**config.mk**
```make
export PLATFORM = sky130hd
export DESIGN_NAME = eight_bit_alu_register_file_flat
export DESIGN_NICKNAME = d
export VERILOG_FILES = /design/src/rtl/alurf_pkg.sv /design/src/rtl/alurf_in_if.sv /design/src/rtl/alurf_out_if.sv /design/src/rtl/eight_bit_alu_register_file.sv /design/src/rtl/alurf_divider.sv /design/src/flat_wrapper.sv
export SDC_FILE = /design/constraint.sdc
export NUM_CORES = 1
export LEC_CHECK = 0
export ABC_AREA = 1
export ABC_CLOCK_PERIOD_IN_PS = 4880
export BUFFER_PORTS_ARGS = -buffer_cell sky130_fd_sc_hd__clkbuf_2
export CAP_MARGIN = 20
export CELL_PAD_IN_SITES_DETAIL_PLACEMENT = 0
export CELL_PAD_IN_SITES_GLOBAL_PLACEMENT = 1
export CORE_MARGIN = 1
export CORE_UTILIZATION = 40
export CTS_CLUSTER_DIAMETER = 120
export DETAILED_ROUTE_END_ITERATION = 10
export GPL_ROUTABILITY_DRIVEN = 0
export PLACE_DENSITY = 0.75
export SYNTH_ARGS = -nofsm -noshare
export SYNTH_HDL_FRONTEND = slang
export SYNTH_SLANG_ARGS = --single-unit
```
**constraint.sdc**
```tcl
create_clock -name clk -period 4.88 [get_ports clk]
set_input_delay 0.732 -clock clk [delete_from_list [all_inputs] [get_ports clk]]
set_output_delay 0.732 -clock clk [all_outputs]
set_load 0.02 [all_outputs]
```
**src/rtl/alurf_pkg.sv**
```systemverilog
// Shared definitions for the eight-bit ALU register file: widths, action and
// status codes, control word layout, dispatch table and microcode ROM.
// No dependencies.
`default_nettype none

package alurf_pkg;

  localparam int DATA_W     = 8;
  localparam int ACTION_W   = 5;
  localparam int REG_A_W    = 3;
  localparam int FLAGS_W    = 3;
  localparam int STATUS_W   = 2;
  localparam int REG_COUNT  = 8;
  localparam int REG_IDX_W  = $clog2(REG_COUNT);
  localparam int DIV_CNT_W  = $clog2(DATA_W);
  localparam int UADDR_W    = 5;

  localparam logic [ACTION_W-1:0] ACT_CMP  = 5'd0;
  localparam logic [ACTION_W-1:0] ACT_ADD  = 5'd1;
  localparam logic [ACTION_W-1:0] ACT_ADDI = 5'd2;
  localparam logic [ACTION_W-1:0] ACT_SUB  = 5'd3;
  localparam logic [ACTION_W-1:0] ACT_INC  = 5'd4;
  localparam logic [ACTION_W-1:0] ACT_DEC  = 5'd5;
  localparam logic [ACTION_W-1:0] ACT_MUL  = 5'd6;
  localparam logic [ACTION_W-1:0] ACT_DIV  = 5'd7;
  localparam logic [ACTION_W-1:0] ACT_MOD  = 5'd8;
  localparam logic [ACTION_W-1:0] ACT_NOT  = 5'd9;
  localparam logic [ACTION_W-1:0] ACT_AND  = 5'd10;
  localparam logic [ACTION_W-1:0] ACT_OR   = 5'd11;
  localparam logic [ACTION_W-1:0] ACT_XOR  = 5'd12;
  localparam logic [ACTION_W-1:0] ACT_SHL  = 5'd13;
  localparam logic [ACTION_W-1:0] ACT_SHR  = 5'd14;
  localparam logic [ACTION_W-1:0] ACT_LOAD = 5'd15;

  localparam logic [FLAGS_W-1:0] FLAG_EQUAL   = 3'b001;
  localparam logic [FLAGS_W-1:0] FLAG_GREATER = 3'b010;
  localparam logic [FLAGS_W-1:0] FLAG_LESS    = 3'b100;

  typedef enum logic [STATUS_W-1:0] {
    STATUS_OK     = 2'd0,
    STATUS_DIVZ   = 2'd1,
    STATUS_UNIMPL = 2'd2
  } status_t;

  typedef enum logic [3:0] {
    RS_NONE, RS_ADD, RS_ADDI, RS_SUB, RS_INC, RS_DEC, RS_MUL, RS_NOT,
    RS_AND, RS_OR, RS_XOR, RS_SHL, RS_SHR, RS_IMM, RS_QUO, RS_REM
  } res_sel_t;

  typedef enum logic [1:0] {
    DIV_HOLD, DIV_INIT, DIV_STEP
  } div_op_t;

  typedef enum logic [1:0] {
    J_NONE, J_BZERO, J_LOOP
  } jump_t;

  typedef enum logic {
    ST_IDLE, ST_RUN
  } state_t;

  typedef logic [UADDR_W-1:0] uaddr_t;

  typedef struct packed {
    res_sel_t sel;
    logic     wr;
    logic     flag_wr;
    status_t  status;
    div_op_t  div;
    jump_t    jmp;
    uaddr_t   target;
    logic     done;
  } uword_t;

  localparam uaddr_t UA_CMP     = 5'd1;
  localparam uaddr_t UA_ADD     = 5'd2;
  localparam uaddr_t UA_ADDI    = 5'd3;
  localparam uaddr_t UA_SUB     = 5'd4;
  localparam uaddr_t UA_INC     = 5'd5;
  localparam uaddr_t UA_DEC     = 5'd6;
  localparam uaddr_t UA_MUL     = 5'd7;
  localparam uaddr_t UA_NOT     = 5'd8;
  localparam uaddr_t UA_AND     = 5'd9;
  localparam uaddr_t UA_OR      = 5'd10;
  localparam uaddr_t UA_XOR     = 5'd11;
  localparam uaddr_t UA_SHL     = 5'd12;
  localparam uaddr_t UA_SHR     = 5'd13;
  localparam uaddr_t UA_LOAD    = 5'd14;
  localparam uaddr_t UA_BAD     = 5'd15;
  localparam uaddr_t UA_DIVCHK  = 5'd16;
  localparam uaddr_t UA_DIVLOOP = 5'd17;
  localparam uaddr_t UA_DIVWB   = 5'd18;
  localparam uaddr_t UA_MODCHK  = 5'd19;
  localparam uaddr_t UA_MODLOOP = 5'd20;
  localparam uaddr_t UA_MODWB   = 5'd21;
  localparam uaddr_t UA_DIVZERO = 5'd22;

  function automatic uaddr_t dispatch(logic [ACTION_W-1:0] act);
    uaddr_t a;
    case (act)
      ACT_CMP:  a = UA_CMP;
      ACT_ADD:  a = UA_ADD;
      ACT_ADDI: a = UA_ADDI;
      ACT_SUB:  a = UA_SUB;
      ACT_INC:  a = UA_INC;
      ACT_DEC:  a = UA_DEC;
      ACT_MUL:  a = UA_MUL;
      ACT_DIV:  a = UA_DIVCHK;
      ACT_MOD:  a = UA_MODCHK;
      ACT_NOT:  a = UA_NOT;
      ACT_AND:  a = UA_AND;
      ACT_OR:   a = UA_OR;
      ACT_XOR:  a = UA_XOR;
      ACT_SHL:  a = UA_SHL;
      ACT_SHR:  a = UA_SHR;
      ACT_LOAD: a = UA_LOAD;
      default:  a = UA_BAD;
    endcase
    return a;
  endfunction

  function automatic uword_t uw_exec(res_sel_t sel);
    return '{sel: sel, wr: 1'b1, flag_wr: 1'b0, status: STATUS_OK, div: DIV_HOLD,
             jmp: J_NONE, target: '0, done: 1'b1};
  endfunction

  function automatic uword_t urom(uaddr_t addr);
    uword_t w;
    w = '{sel: RS_NONE, wr: 1'b0, flag_wr: 1'b0, status: STATUS_UNIMPL,
          div: DIV_HOLD, jmp: J_NONE, target: '0, done: 1'b1};
    case (addr)
      UA_CMP: begin
        w.flag_wr = 1'b1;
        w.status  = STATUS_OK;
      end
      UA_ADD:     w = uw_exec(RS_ADD);
      UA_ADDI:    w = uw_exec(RS_ADDI);
      UA_SUB:     w = uw_exec(RS_SUB);
      UA_INC:     w = uw_exec(RS_INC);
      UA_DEC:     w = uw_exec(RS_DEC);
      UA_MUL:     w = uw_exec(RS_MUL);
      UA_NOT:     w = uw_exec(RS_NOT);
      UA_AND:     w = uw_exec(RS_AND);
      UA_OR:      w = uw_exec(RS_OR);
      UA_XOR:     w = uw_exec(RS_XOR);
      UA_SHL:     w = uw_exec(RS_SHL);
      UA_SHR:     w = uw_exec(RS_SHR);
      UA_LOAD:    w = uw_exec(RS_IMM);
      UA_DIVCHK, UA_MODCHK: begin
        w.status = STATUS_OK;
        w.div    = DIV_INIT;
        w.jmp    = J_BZERO;
        w.target = UA_DIVZERO;
        w.done   = 1'b0;
      end
      UA_DIVLOOP, UA_MODLOOP: begin
        w.status = STATUS_OK;
        w.div    = DIV_STEP;
        w.jmp    = J_LOOP;
        w.done   = 1'b0;
      end
      UA_DIVWB:   w = uw_exec(RS_QUO);
      UA_MODWB:   w = uw_exec(RS_REM);
      UA_DIVZERO: w.status = STATUS_DIVZ;
      default: ;
    endcase
    return w;
  endfunction

endpackage

`default_nettype wire

```
**src/rtl/alurf_in_if.sv**
```systemverilog
// Command channel: valid/ready handshake carrying action, reg_a, operand_b.
// Depends on alurf_pkg for field widths.
`default_nettype none

interface alurf_in_if;
  logic                            valid;
  logic                            ready;
  logic [alurf_pkg::ACTION_W-1:0]  action;
  logic [alurf_pkg::REG_A_W-1:0]   reg_a;
  logic [alurf_pkg::DATA_W-1:0]    operand_b;

  modport source (output valid, action, reg_a, operand_b, input ready);
  modport sink   (input valid, action, reg_a, operand_b, output ready);
endinterface

`default_nettype wire

```
**src/rtl/alurf_out_if.sv**
```systemverilog
// Result channel: valid/ready handshake carrying result_value, wrote, flags, status.
// Depends on alurf_pkg for field widths.
`default_nettype none

interface alurf_out_if;
  logic                            valid;
  logic                            ready;
  logic [alurf_pkg::DATA_W-1:0]    result_value;
  logic                            wrote;
  logic [alurf_pkg::FLAGS_W-1:0]   flags;
  logic [alurf_pkg::STATUS_W-1:0]  status;

  modport source (output valid, result_value, wrote, flags, status, input ready);
  modport sink   (input valid, result_value, wrote, flags, status, output ready);
endinterface

`default_nettype wire

```
**src/rtl/eight_bit_alu_register_file.sv**
```systemverilog
// Top level: microcoded ALU over an eight-entry, eight-bit register file.
// Depends on alurf_pkg, alurf_in_if, alurf_out_if and alurf_divider.
//
// Usage:
//   cmd carries one action with reg_a and operand_b; rsp returns one result
//   (result_value, wrote, flags, status) for every accepted command.
//   A command is taken when cmd.valid and cmd.ready are high at a clock edge.
//   The operands are read from the register file at that edge, then the
//   microcode ROM runs one control word per cycle from the dispatch address,
//   except that the final word holds while rsp stalls. Single-word actions
//   commit with their one control word; divide and modulo run a check word,
//   eight divider steps and a writeback word; divide or modulo by zero runs
//   the check word and then the divide-by-zero word. The iterative divider
//   loop keeps divide and modulo in flight longest.
//   cmd.ready is low while a command is in flight; the next command can be
//   taken while the previous result still waits on rsp.
//   If rsp stalls, the final control word holds until the output register
//   is free; register file and flags are committed with the result.
//   Synchronous reset clears the register file, the flags and the
//   sequencer; no result is pending after reset.
`default_nettype none

module eight_bit_alu_register_file (
  input  wire logic   clk,
  input  wire logic   rst,
  alurf_in_if.sink    cmd,
  alurf_out_if.source rsp
);

  logic [alurf_pkg::DATA_W-1:0]    rf [alurf_pkg::REG_COUNT];
  logic [alurf_pkg::FLAGS_W-1:0]   flag_reg;

  alurf_pkg::state_t               state, state_next;
  alurf_pkg::uaddr_t               upc;
  alurf_pkg::uword_t               uw;

  logic [alurf_pkg::REG_IDX_W-1:0] idx_a;
  logic [alurf_pkg::DATA_W-1:0]    a_op;
  logic [alurf_pkg::DATA_W-1:0]    b_op;
  logic [alurf_pkg::DATA_W-1:0]    imm;

  logic [alurf_pkg::DATA_W-1:0]    quo;
  logic [alurf_pkg::DATA_W-1:0]    rem;
  logic                            div_last;
  alurf_pkg::div_op_t              div_op;

  logic                            cmd_xfer;
  logic                            out_free;
  logic                            commit;
  logic [alurf_pkg::DATA_W-1:0]    res;
  logic [2*alurf_pkg::DATA_W-1:0]  prod;
  logic [alurf_pkg::FLAGS_W-1:0]   cmp_flags;

  logic                            out_valid;
  logic [alurf_pkg::DATA_W-1:0]    out_value;
  logic                            out_wrote;
  logic [alurf_pkg::FLAGS_W-1:0]   out_flags;
  alurf_pkg::status_t              out_status;

  assign uw       = alurf_pkg::urom(upc);
  assign cmd_xfer = cmd.valid && cmd.ready;
  assign out_free = !out_valid || rsp.ready;
  assign div_op   = (state == alurf_pkg::ST_RUN) ? uw.div : alurf_pkg::DIV_HOLD;

  alurf_divider u_div (
    .clk      (clk),
    .op       (div_op),
    .dividend (a_op),
    .divisor  (b_op),
    .quo      (quo),
    .rem      (rem),
    .last     (div_last)
  );

  always_ff @(posedge clk) begin
    if (rst) begin
      state <= alurf_pkg::ST_IDLE;
    end else begin
      state <= state_next;
    end
  end

  always_comb begin
    state_next = state;
    cmd.ready  = 1'b0;
    commit     = 1'b0;
    case (state)
      alurf_pkg::ST_IDLE: begin
        cmd.ready = 1'b1;
        if (cmd.valid) begin
          state_next = alurf_pkg::ST_RUN;
        end
      end
      alurf_pkg::ST_RUN: begin
        if (uw.done && out_free) begin
          commit     = 1'b1;
          state_next = alurf_pkg::ST_IDLE;
        end
      end
      default: state_next = alurf_pkg::ST_IDLE;
    endcase
  end

  always_ff @(posedge clk) begin
    if (rst) begin
      upc <= '0;
    end else if (cmd_xfer) begin
      upc <= alurf_pkg::dispatch(cmd.action);
    end else if (state == alurf_pkg::ST_RUN && !uw.done) begin
      case (uw.jmp)
        alurf_pkg::J_BZERO: upc <= (b_op == '0) ? uw.target : upc + 1'b1;
        alurf_pkg::J_LOOP:  upc <= div_last ? upc + 1'b1 : upc;
        default:            upc <= upc + 1'b1;
      endcase
    end
  end

  // Operand read at the command transfer.
  always_ff @(posedge clk) begin
    if (cmd_xfer) begin
      idx_a <= cmd.reg_a[alurf_pkg::REG_IDX_W-1:0];
      a_op  <= rf[cmd.reg_a[alurf_pkg::REG_IDX_W-1:0]];
      b_op  <= rf[cmd.operand_b[alurf_pkg::REG_IDX_W-1:0]];
      imm   <= cmd.operand_b;
    end
  end

  assign prod = a_op * b_op;

  always_comb begin
    case (uw.sel)
      alurf_pkg::RS_ADD:  res = a_op + b_op;
      alurf_pkg::RS_ADDI: res = a_op + imm;
      alurf_pkg::RS_SUB:  res = a_op - b_op;
      alurf_pkg::RS_INC:  res = a_op + 1'b1;
      alurf_pkg::RS_DEC:  res = a_op - 1'b1;
      alurf_pkg::RS_MUL:  res = prod[alurf_pkg::DATA_W-1:0];
      alurf_pkg::RS_NOT:  res = ~a_op;
      alurf_pkg::RS_AND:  res = a_op & b_op;
      alurf_pkg::RS_OR:   res = a_op | b_op;
      alurf_pkg::RS_XOR:  res = a_op ^ b_op;
      alurf_pkg::RS_SHL:  res = (b_op[alurf_pkg::DATA_W-1:3] != '0) ? '0 : a_op << b_op[2:0];
      alurf_pkg::RS_SHR:  res = (b_op[alurf_pkg::DATA_W-1:3] != '0) ? '0 : a_op >> b_op[2:0];
      alurf_pkg::RS_IMM:  res = imm;
      alurf_pkg::RS_QUO:  res = quo;
      alurf_pkg::RS_REM:  res = rem;
      default:            res = '0;
    endcase
  end

  always_comb begin
    if (a_op == b_op) begin
      cmp_flags = alurf_pkg::FLAG_EQUAL;
    end else if (a_op > b_op) begin
      cmp_flags = alurf_pkg::FLAG_GREATER;
    end else begin
      cmp_flags = alurf_pkg::FLAG_LESS;
    end
  end

  always_ff @(posedge clk) begin
    if (rst) begin
      for (int i = 0; i < alurf_pkg::REG_COUNT; i++) begin
        rf[i] <= '0;
      end
      flag_reg <= '0;
    end else if (commit) begin
      if (uw.wr) begin
        rf[idx_a] <= res;
      end
      if (uw.flag_wr) begin
        flag_reg <= cmp_flags;
      end
    end
  end

  always_ff @(posedge clk) begin
    if (rst) begin
      out_valid <= 1'b0;
    end else if (commit) begin
      out_valid <= 1'b1;
    end else if (rsp.ready) begin
      out_valid <= 1'b0;
    end
  end

  always_ff @(posedge clk) begin
    if (commit) begin
      out_value  <= uw.wr ? res : '0;
      out_wrote  <= uw.wr;
      out_flags  <= uw.flag_wr ? cmp_flags : flag_reg;
      out_status <= uw.status;
    end
  end

  assign rsp.valid        = out_valid;
  assign rsp.result_value = out_value;
  assign rsp.wrote        = out_wrote;
  assign rsp.flags        = out_flags;
  assign rsp.status       = out_status;

endmodule

`default_nettype wire

```
**src/rtl/alurf_divider.sv**
```systemverilog
// Restoring divider, one quotient bit per step, driven by the microcode word.
// Depends on alurf_pkg.
`default_nettype none

module alurf_divider (
  input  wire logic                         clk,
  input  wire alurf_pkg::div_op_t           op,
  input  wire logic [alurf_pkg::DATA_W-1:0] dividend,
  input  wire logic [alurf_pkg::DATA_W-1:0] divisor,
  output logic      [alurf_pkg::DATA_W-1:0] quo,
  output logic      [alurf_pkg::DATA_W-1:0] rem,
  output logic                              last
);

  logic [alurf_pkg::DIV_CNT_W-1:0] cnt;
  logic [alurf_pkg::DATA_W:0]      shifted;
  logic [alurf_pkg::DATA_W:0]      diff;
  logic                            fits;

  assign shifted = {rem, quo[alurf_pkg::DATA_W-1]};
  assign diff    = shifted - {1'b0, divisor};
  assign fits    = shifted >= {1'b0, divisor};
  assign last    = cnt == {alurf_pkg::DIV_CNT_W{1'b1}};

  always_ff @(posedge clk) begin
    case (op)
      alurf_pkg::DIV_INIT: begin
        quo <= dividend;
        rem <= '0;
        cnt <= '0;
      end
      alurf_pkg::DIV_STEP: begin
        quo <= {quo[alurf_pkg::DATA_W-2:0], fits};
        rem <= fits ? diff[alurf_pkg::DATA_W-1:0] : shifted[alurf_pkg::DATA_W-1:0];
        cnt <= cnt + 1'b1;
      end
      default: ;
    endcase
  end

endmodule

`default_nettype wire

```
**src/flat_wrapper.sv**
```systemverilog
// flat-port wrapper written by rule: the top's interface ports become plain ports
module eight_bit_alu_register_file_flat 
  (clk, rst, cmd_valid, cmd_action, cmd_reg_a, cmd_operand_b, cmd_ready, rsp_valid, rsp_result_value, rsp_wrote, rsp_flags, rsp_status, rsp_ready);
  alurf_in_if cmd_i ();
  alurf_out_if rsp_i ();
  input  wire logic clk;
  input  wire logic rst;
  input wire logic [$bits(cmd_i.valid)-1:0] cmd_valid;
  input wire logic [$bits(cmd_i.action)-1:0] cmd_action;
  input wire logic [$bits(cmd_i.reg_a)-1:0] cmd_reg_a;
  input wire logic [$bits(cmd_i.operand_b)-1:0] cmd_operand_b;
  output wire logic [$bits(cmd_i.ready)-1:0] cmd_ready;
  output wire logic [$bits(rsp_i.valid)-1:0] rsp_valid;
  output wire logic [$bits(rsp_i.result_value)-1:0] rsp_result_value;
  output wire logic [$bits(rsp_i.wrote)-1:0] rsp_wrote;
  output wire logic [$bits(rsp_i.flags)-1:0] rsp_flags;
  output wire logic [$bits(rsp_i.status)-1:0] rsp_status;
  input wire logic [$bits(rsp_i.ready)-1:0] rsp_ready;
  assign cmd_i.valid = cmd_valid;
  assign cmd_i.action = cmd_action;
  assign cmd_i.reg_a = cmd_reg_a;
  assign cmd_i.operand_b = cmd_operand_b;
  assign cmd_ready = cmd_i.ready;
  assign rsp_valid = rsp_i.valid;
  assign rsp_result_value = rsp_i.result_value;
  assign rsp_wrote = rsp_i.wrote;
  assign rsp_flags = rsp_i.flags;
  assign rsp_status = rsp_i.status;
  assign rsp_i.ready = rsp_ready;
  eight_bit_alu_register_file u_core (.clk(clk), .rst(rst), .cmd(cmd_i), .rsp(rsp_i));
endmodule
```
== After elaboration in Yosys (flattened, before gate mapping) ==
Memory sizes are Yosys's and may differ from the RTL's. A register that Yosys moved wholly into a read port is not among the register bits.
Index checks and enable logic that the tools add are counted.

* Output and inout bits: 16
* Bits in read-only memories: 80
* Bits in writable memories: 64
* Word-level logic and storage cells: 132
* Memories kept: 2
* Register bits: 54

* Reduce and logical (&&, ||, !) cells: 16
* Equal/unequal tests: 43
* $lt $le $gt $ge: 2
* Bitwise gates (word level): 5
* Mux-type cells: 40
* Shift operators: 2
* Add/sub/neg operators: 8
* Multipliers: 1

{| class="wikitable"
|+ Memories
! name !! words !! width !! read ports !! clocked after memory_dff !! wr ports !! RTL line !! RTL
|-
| (no name shown) || 16 || 5 || 1 || 0 || 0 || alurf_pkg.sv:100 || <nowiki>case (act)</nowiki>
|-
| u_core.rf || 8 || 8 || 2 || 2 || 8 || eight_bit_alu_register_file.sv:30 || <nowiki>logic [alurf_pkg::DATA_W-1:0] rf [alurf_pkg::REG_COUNT];</nowiki>
|}

{| class="wikitable"
|+ Operator list
! kind !! count
|-
| 8-bit one-hot mux with 15 select lines || 1
|-
| 5-bit one-hot mux with 15 select lines || 1
|-
| 5-bit by 4-bit == test with 1-bit output (second input constant) || 7
|-
| 5-bit == test (second input constant) || 7
|-
| 4-bit == test (second input constant) || 8
|-
| 8-bit two-way mux || 4
|-
| 8-bit one-hot mux with 2 select lines || 2
|-
| 5-bit two-way mux || 6
|-
| 5-bit by 3-bit == test with 1-bit output (second input constant) || 4
|-
| 20-bit OR reduction || 1
|-
| 8-bit adder || 2
|-
| 4-bit by 3-bit == test with 1-bit output (second input constant) || 4
|-
| 1-bit two-way mux || 16
|-
| 8-bit subtractor || 2
|-
| 3-bit two-way mux || 4
|-
| 5-bit by 2-bit == test with 1-bit output (second input constant) || 2
|-
| 5-bit one-hot mux with 2 select lines || 1
|-
| 9-bit by 8-bit greater-or-equal comparator with 1-bit output || 1
|-
| 8-bit by 1-bit adder with 8-bit output (second input constant) || 1
|-
| 8-bit AND || 1
|-
| 4-bit by 2-bit == test with 1-bit output (second input constant) || 2
|-
| 8-bit == test || 1
|-
| 8-bit > comparator || 1
|-
| 8-bit logical NOT || 1
|-
| 30 further kinds || 37
|}

== Longest topological paths before layout ==
* Depth after elaboration: 11
* Mapped depth: 29

== Hierarchy ==
Synthesis repeated with hierarchy kept, for this count alone.

* Cell total of the unflattened synthesis: 1379
* Area, all modules: 10465.0 um^2

{| class="wikitable"
|+ Modules (own cells, without submodules)
! module !! cells each !! area each (um^2) !! times used !! sequential area each (um^2)
|-
| eight_bit_alu_register_file || 1201 || 9080.0 || 1 || 3353.2
|-
| alurf_divider || 178 || 1385.1 || 1 || 570.5
|}

== Least setup slack after synthesis ==
OpenSTA, ideal clock, no wires.

* Kind: register to register
* From: reg u_core.a_op[1] in the netlist's numbering (read register of u_core.rf)
* To: mem u_core.rf[0][7] in the netlist's numbering (data pin)
* Stages on the path, launching flop included: 23
* Data arrival time: 4091 ps
* Data required time: 4631 ps
* Setup slack: 540 ps
* Path through: edfxtp_1 -> clkbuf_1 -> nand2_1 -> inv_1 -> fa_1 -> fa_1 -> inv_1 -> fa_1 -> fa_1 -> inv_1 -> ha_1 -> inv_1 -> o21bai_1 -> or2_2 -> nand2_1 -> nand2_1 -> nand2_1 -> nand3b_1 -> nand2_1 -> nand2_1 -> nand3_4 -> nand2_1 -> inv_1

{| class="wikitable"
|+ RTL lines
! item !! RTL line !! RTL
|-
| from (decl) || eight_bit_alu_register_file.sv:38 || <nowiki>logic [alurf_pkg::DATA_W-1:0] a_op;</nowiki>
|-
| to (decl) || eight_bit_alu_register_file.sv:30 ||
|}

==> summary.md <==
| Metric | Value |
|---|---|
| Outcome | `completed` |
| First-pass iteration count of the detailed router | `5` |
| Critical Path AT | `~4.8 ns` |
| Max clock buf depth | `2` |
| Clock network fraction of design power | `32.2%` |
| Buffers and inverters on the worst path | `6` |
| Critical register-to-register path startpoint | `u_core.b_op[3]` |
| Sequential share of the synthesized area | `38.00%` |
| Startpoint-to-endpoint class of the critical path | `reg2reg` |
| Resize count post-CTS | `0` |
| Number of violations of the max-capacitance limit | `0` |
| Endpoint, Worst Hold | `u_core.imm[3]` |
| Largest delay contributor family on the critical path | `adder cells` |
| Dominant cell type by area after synthesis | `edfxtp_1` |
| Post-route cell area | `between 0.01 and 0.015 sq mm` |
| Final-layout setup total negative slack | `0 ns` |
| Area contributors post-synth | `edfxtp_1, nand2_1, ha_1, inv_1, nor2_1` |
| XOR/XNOR share of the synthesized area | `between 2 and 2.5%` |
| Post-route antenna net violation count | `0` |
| Standard-cell rows | `58` |
| Area taken by flip-flops and latches | `0.003924 sq mm` |
| WL/cell | `18.15 um` |
| Synth Register Bits | `134` |
| Final critical-path required period | `about 4.6 ns` |
| Min-Delay Path Class | `in2reg` |
| Commonest non-fill, non-tap cell in the layout | `nand2_1` |
| Fill cell instance count of the final layout | `around 2600` |
| Number of warnings reported in the yosys synthesis log | `0` |
| Detail-routed via count per cell | `about 5.3` |
| Main combinational cell family by area after synthesis | `simple AND/OR/NAND/NOR gates` |
| Post-synthesis async set-or-reset flop share | `0%` |
| Fraction of final layout cells with drive strength greater than 1 | `about 11%` |
| Die Footprint | `about 0.026 sq mm` |
| Netlist Area Pre-Place | `0.01033 sq mm` |
| GRT Util Overall | `about a quarter` |
| Post-CTS repair timing setup buffer count | `0` |
| Pins over their slew limit | `0` |
| Required time at the endpoint of the critical path | `between 5 and 6 ns` |
| Deepest level of the CTS H-tree | `4` |
| Predominant post-synthesis flop cell | `edfxtp_1` |
| Avg Synthesized Cell Area | `~8 sq um` |
| Synth Instances | `1324` |
| Clk Tree Root Cell | `clkbuf_16` |
| Clock transition at the registers of the reported paths | `approximately 0.07 ns` |
| Multiplexer area fraction after synthesis | `0%` |
| Port Buffer Count | `35` |
| Register with the most flip-flops | `u_core.rf` |
| Slew at the pin with the worst max-slew slack | `1.137 ns` |
| Hold Path Stages | `1` |
| Sequential Power Share | `about a third` |
| Critical path startpoint category | `flip-flop` |
| Synthesis-to-layout area growth | `11.68%` |
| First-pass GRT wire length | `roughly 48 mm` |
| Mapped Nets | `roughly 1400` |
| Kind of end point of the critical path | `flip-flop` |
| Slack of the worst reg-to-reg path | `between 0.3 and 0.4 ns` |
| CP peak stage delay | `roughly 0.56 ns` |
| Post-route DRC | `0` |
| Routed WL | `30.94 mm` |
| Count of hold-fix buffers inserted at cts | `0` |
| Startpoint of the worst hold path | `cmd_operand_b[3]` |
| Static Leakage | `around 5.3 nW` |
| Number of nets in the final layout | `approximately 1500` |
| HPWL Detailed | `between 20 and 25 mm` |
| Period Utilization, post-route | `93.48%` |
| Die Span X | `~160 um` |
| Compound-cell area share of the yosys netlist | `14.44%` |
| Unrepaired setup endpoints after global routing | `no` |
| Slowest stage cell on the critical path | `edfxtp_1` |
| CP cell instances | `ha_1 > inv_1 > fa_1 > inv_1 > ha_1 > inv_1 > fa_1 > fa_1 > inv_1 > ha_1 > inv_1 > o21bai_1 > or2_2 > nand2_1 > nand2_1 > nand2_1 > nand3b_1 > nand2_1 > nand2_1 > nand3_4 > nand2_1 > inv_1` |
| Number of synthesized flops with an enable pin | `~120` |
| Number of CTS-inserted buffers | `17` |
| Internal power consumption | `~2.6 mW` |
| Adder-cell share of the synthesized area | `between 10% and 20%` |
| Number of antenna violations at the first check in global routing | `0` |
| Area share of the largest cell type after synthesis | `36.06%` |
| Flip-flop count of the largest register after layout | `64` |
| Core region area | `between 0.02 and 0.03 sq mm` |
| Combinational fraction of design power | `between 30% and 40%` |
| Cell area power density | `between 300 and 400 mW/mm^2` |
| Starting DRT DRC Count | `approximately 860` |
| Commonest non-fill, non-tap cells in the layout | `nand2_1, inv_1, nor2_1, o21ai_0, edfxtp_1` |
| CTS sink count | `about 130` |
| Sw frac | `between 30% and 40%` |
| Die span in y | `~160 um` |
| Final hold vios | `0` |
| Clock insertion delay at the later pin of the skew report | `roughly 0.43 ns` |
| Multi-input gate area in the final layout | `around 0.0055 sq mm` |
| Total global routing overflow | `0` |
| Final Skew | `0.01593 ns` |
| TritonCTS clock tree | `built` |
| Number of top-level design ports | `36` |
| Max Fclk | `roughly 220 MHz` |
| Worst slew margin relative to its limit | `around 24%` |
| Initial Utilization | `40.89%` |
| Critical R2R Capture | `u_core.rf[2][7]` |
| Via total after detailed routing | `about 9100` |
| Number of endpoints failing setup at the final stage | `0` |
| Worst supply voltage drop on vdd | `0.2495 mV` |
| Worst reg2reg path depth | `22` |
| Largest net degree at the start of global routing | `slightly below 60` |
| Count of cell types in the netlist | `55` |
| Switching pwr | `1.692 mW` |
| Post-synthesis share of cell area spent on and, or, nand and nor gates | `between 20 and 25%` |
| Vias in the first global route | `8433` |
| Placed cell areas | `roughly 0.011 sq mm` |
| Maximum fanout encountered on the critical timing path | `9` |
stage by stage:
stage               utilization [%]  setup WS, ns  std cells  power, mW  hold WS, ns
global route                  45.66       0.01191       1703      4.527       0.4724
finish                        45.66        0.3184       1704      4.298       0.4789
global placement              43.16        0.3875       1671      2.919       0.4635
floorplan                         -        0.5395       1324      2.453       0.4422
detailed placement            43.16        0.3505       1671      2.918       0.4626
CTS                           45.66        0.3300       1703      4.301       0.4716
cell usage after synthesis, types with 8 or more instances:
cell	instances
o21ai_0	128
a21oi_1	71
nor2_2	9
ha_1	69
inv_1	201
inv_2	8
nand2_2	16
nand2_1	240
nand4_1	14
o211ai_1	21
dfxtp_1	10
fa_1	15
edfxtp_1	124
a31oi_1	18
xnor2_1	12
nor2_4	10
nor3_1	12
clkbuf_1	29
nand3_1	58
xor2_1	17
nor2_1	172
power by group through the flow:
stage	clock network [mW]	logic [mW]	registers [mW]
3_3_place_gp	0	1.48	1.44
6_report	1.38	1.50	1.42
5_1_grt	1.44	1.67	1.43
3_5_place_dp	0	1.48	1.44
2_1_floorplan	0	1.01	1.44
4_1_cts	1.39	1.49	1.42
worst max path at each step:
stage | cells after the start | startpoint | to | slack [ns]
2_1_floorplan | 22 | u_core.a_op[1] | u_core.rf[0][7] | 0.54
3_3_place_gp | 22 | u_core.b_op[3] | u_core.rf[7][7] | 0.39
3_5_place_dp | 22 | u_core.b_op[3] | u_core.rf[2][7] | 0.35
4_1_cts | 22 | u_core.b_op[3] | u_core.rf[2][7] | 0.33
5_1_grt | 22 | u_core.b_op[3] | u_core.rf[3][7] | 0.01
6_report | 22 | u_core.b_op[3] | u_core.rf[2][7] | 0.32
per-layer routing:
metal  vias up  GRT usage (%)  routed length, um
met1      4278          34.84              14810
li1       4467              -                  -
met2       321          36.27              13660
met3        29          3.285               2014
met4         0          6.882                456
met5         -              0                  0
layout make-up:
class	count	share of cell area, %
Antenna cell	1	0.02170
Clock inverter	15	1.768
Inverter	211	6.889
Sequential cell	134	34.02
Tap cell	330	3.580
Multi-Input combinational cell	943	47.34
Timing Repair Buffer	53	2.691
Clock buffer	17	3.689
worst register-to-register path, stage by stage, from the launching register on:
cell and delay (ns):
edfxtp_1 0.56, ha_1 0.21, inv_1 0.06, fa_1 0.53
inv_1 0.04, ha_1 0.27, inv_1 0.05, fa_1 0.50
fa_1 0.54, inv_1 0.04, ha_1 0.27, inv_1 0.08
o21bai_1 0.09, or2_2 0.29, nand2_1 0.06, nand2_1 0.04
nand2_1 0.07, nand3b_1 0.10, nand2_1 0.08, nand2_1 0.14
nand3_4 0.17, nand2_1 0.10, inv_1 0.04
cell families (layout without fill, tap and decap cells):
| group | Yosys count | in the layout |
|---|---|---|
| other cells | 0 | 1 |
| fa+ha+maj | 84 | 84 |
| xor+xnor | 29 | 29 |
| simple gates | 563 | 563 |
| buf+inv | 247 | 296 |
| flops | 134 | 134 |
| compound gates | 267 | 267 |
Power figures use the tool's default switching activity.
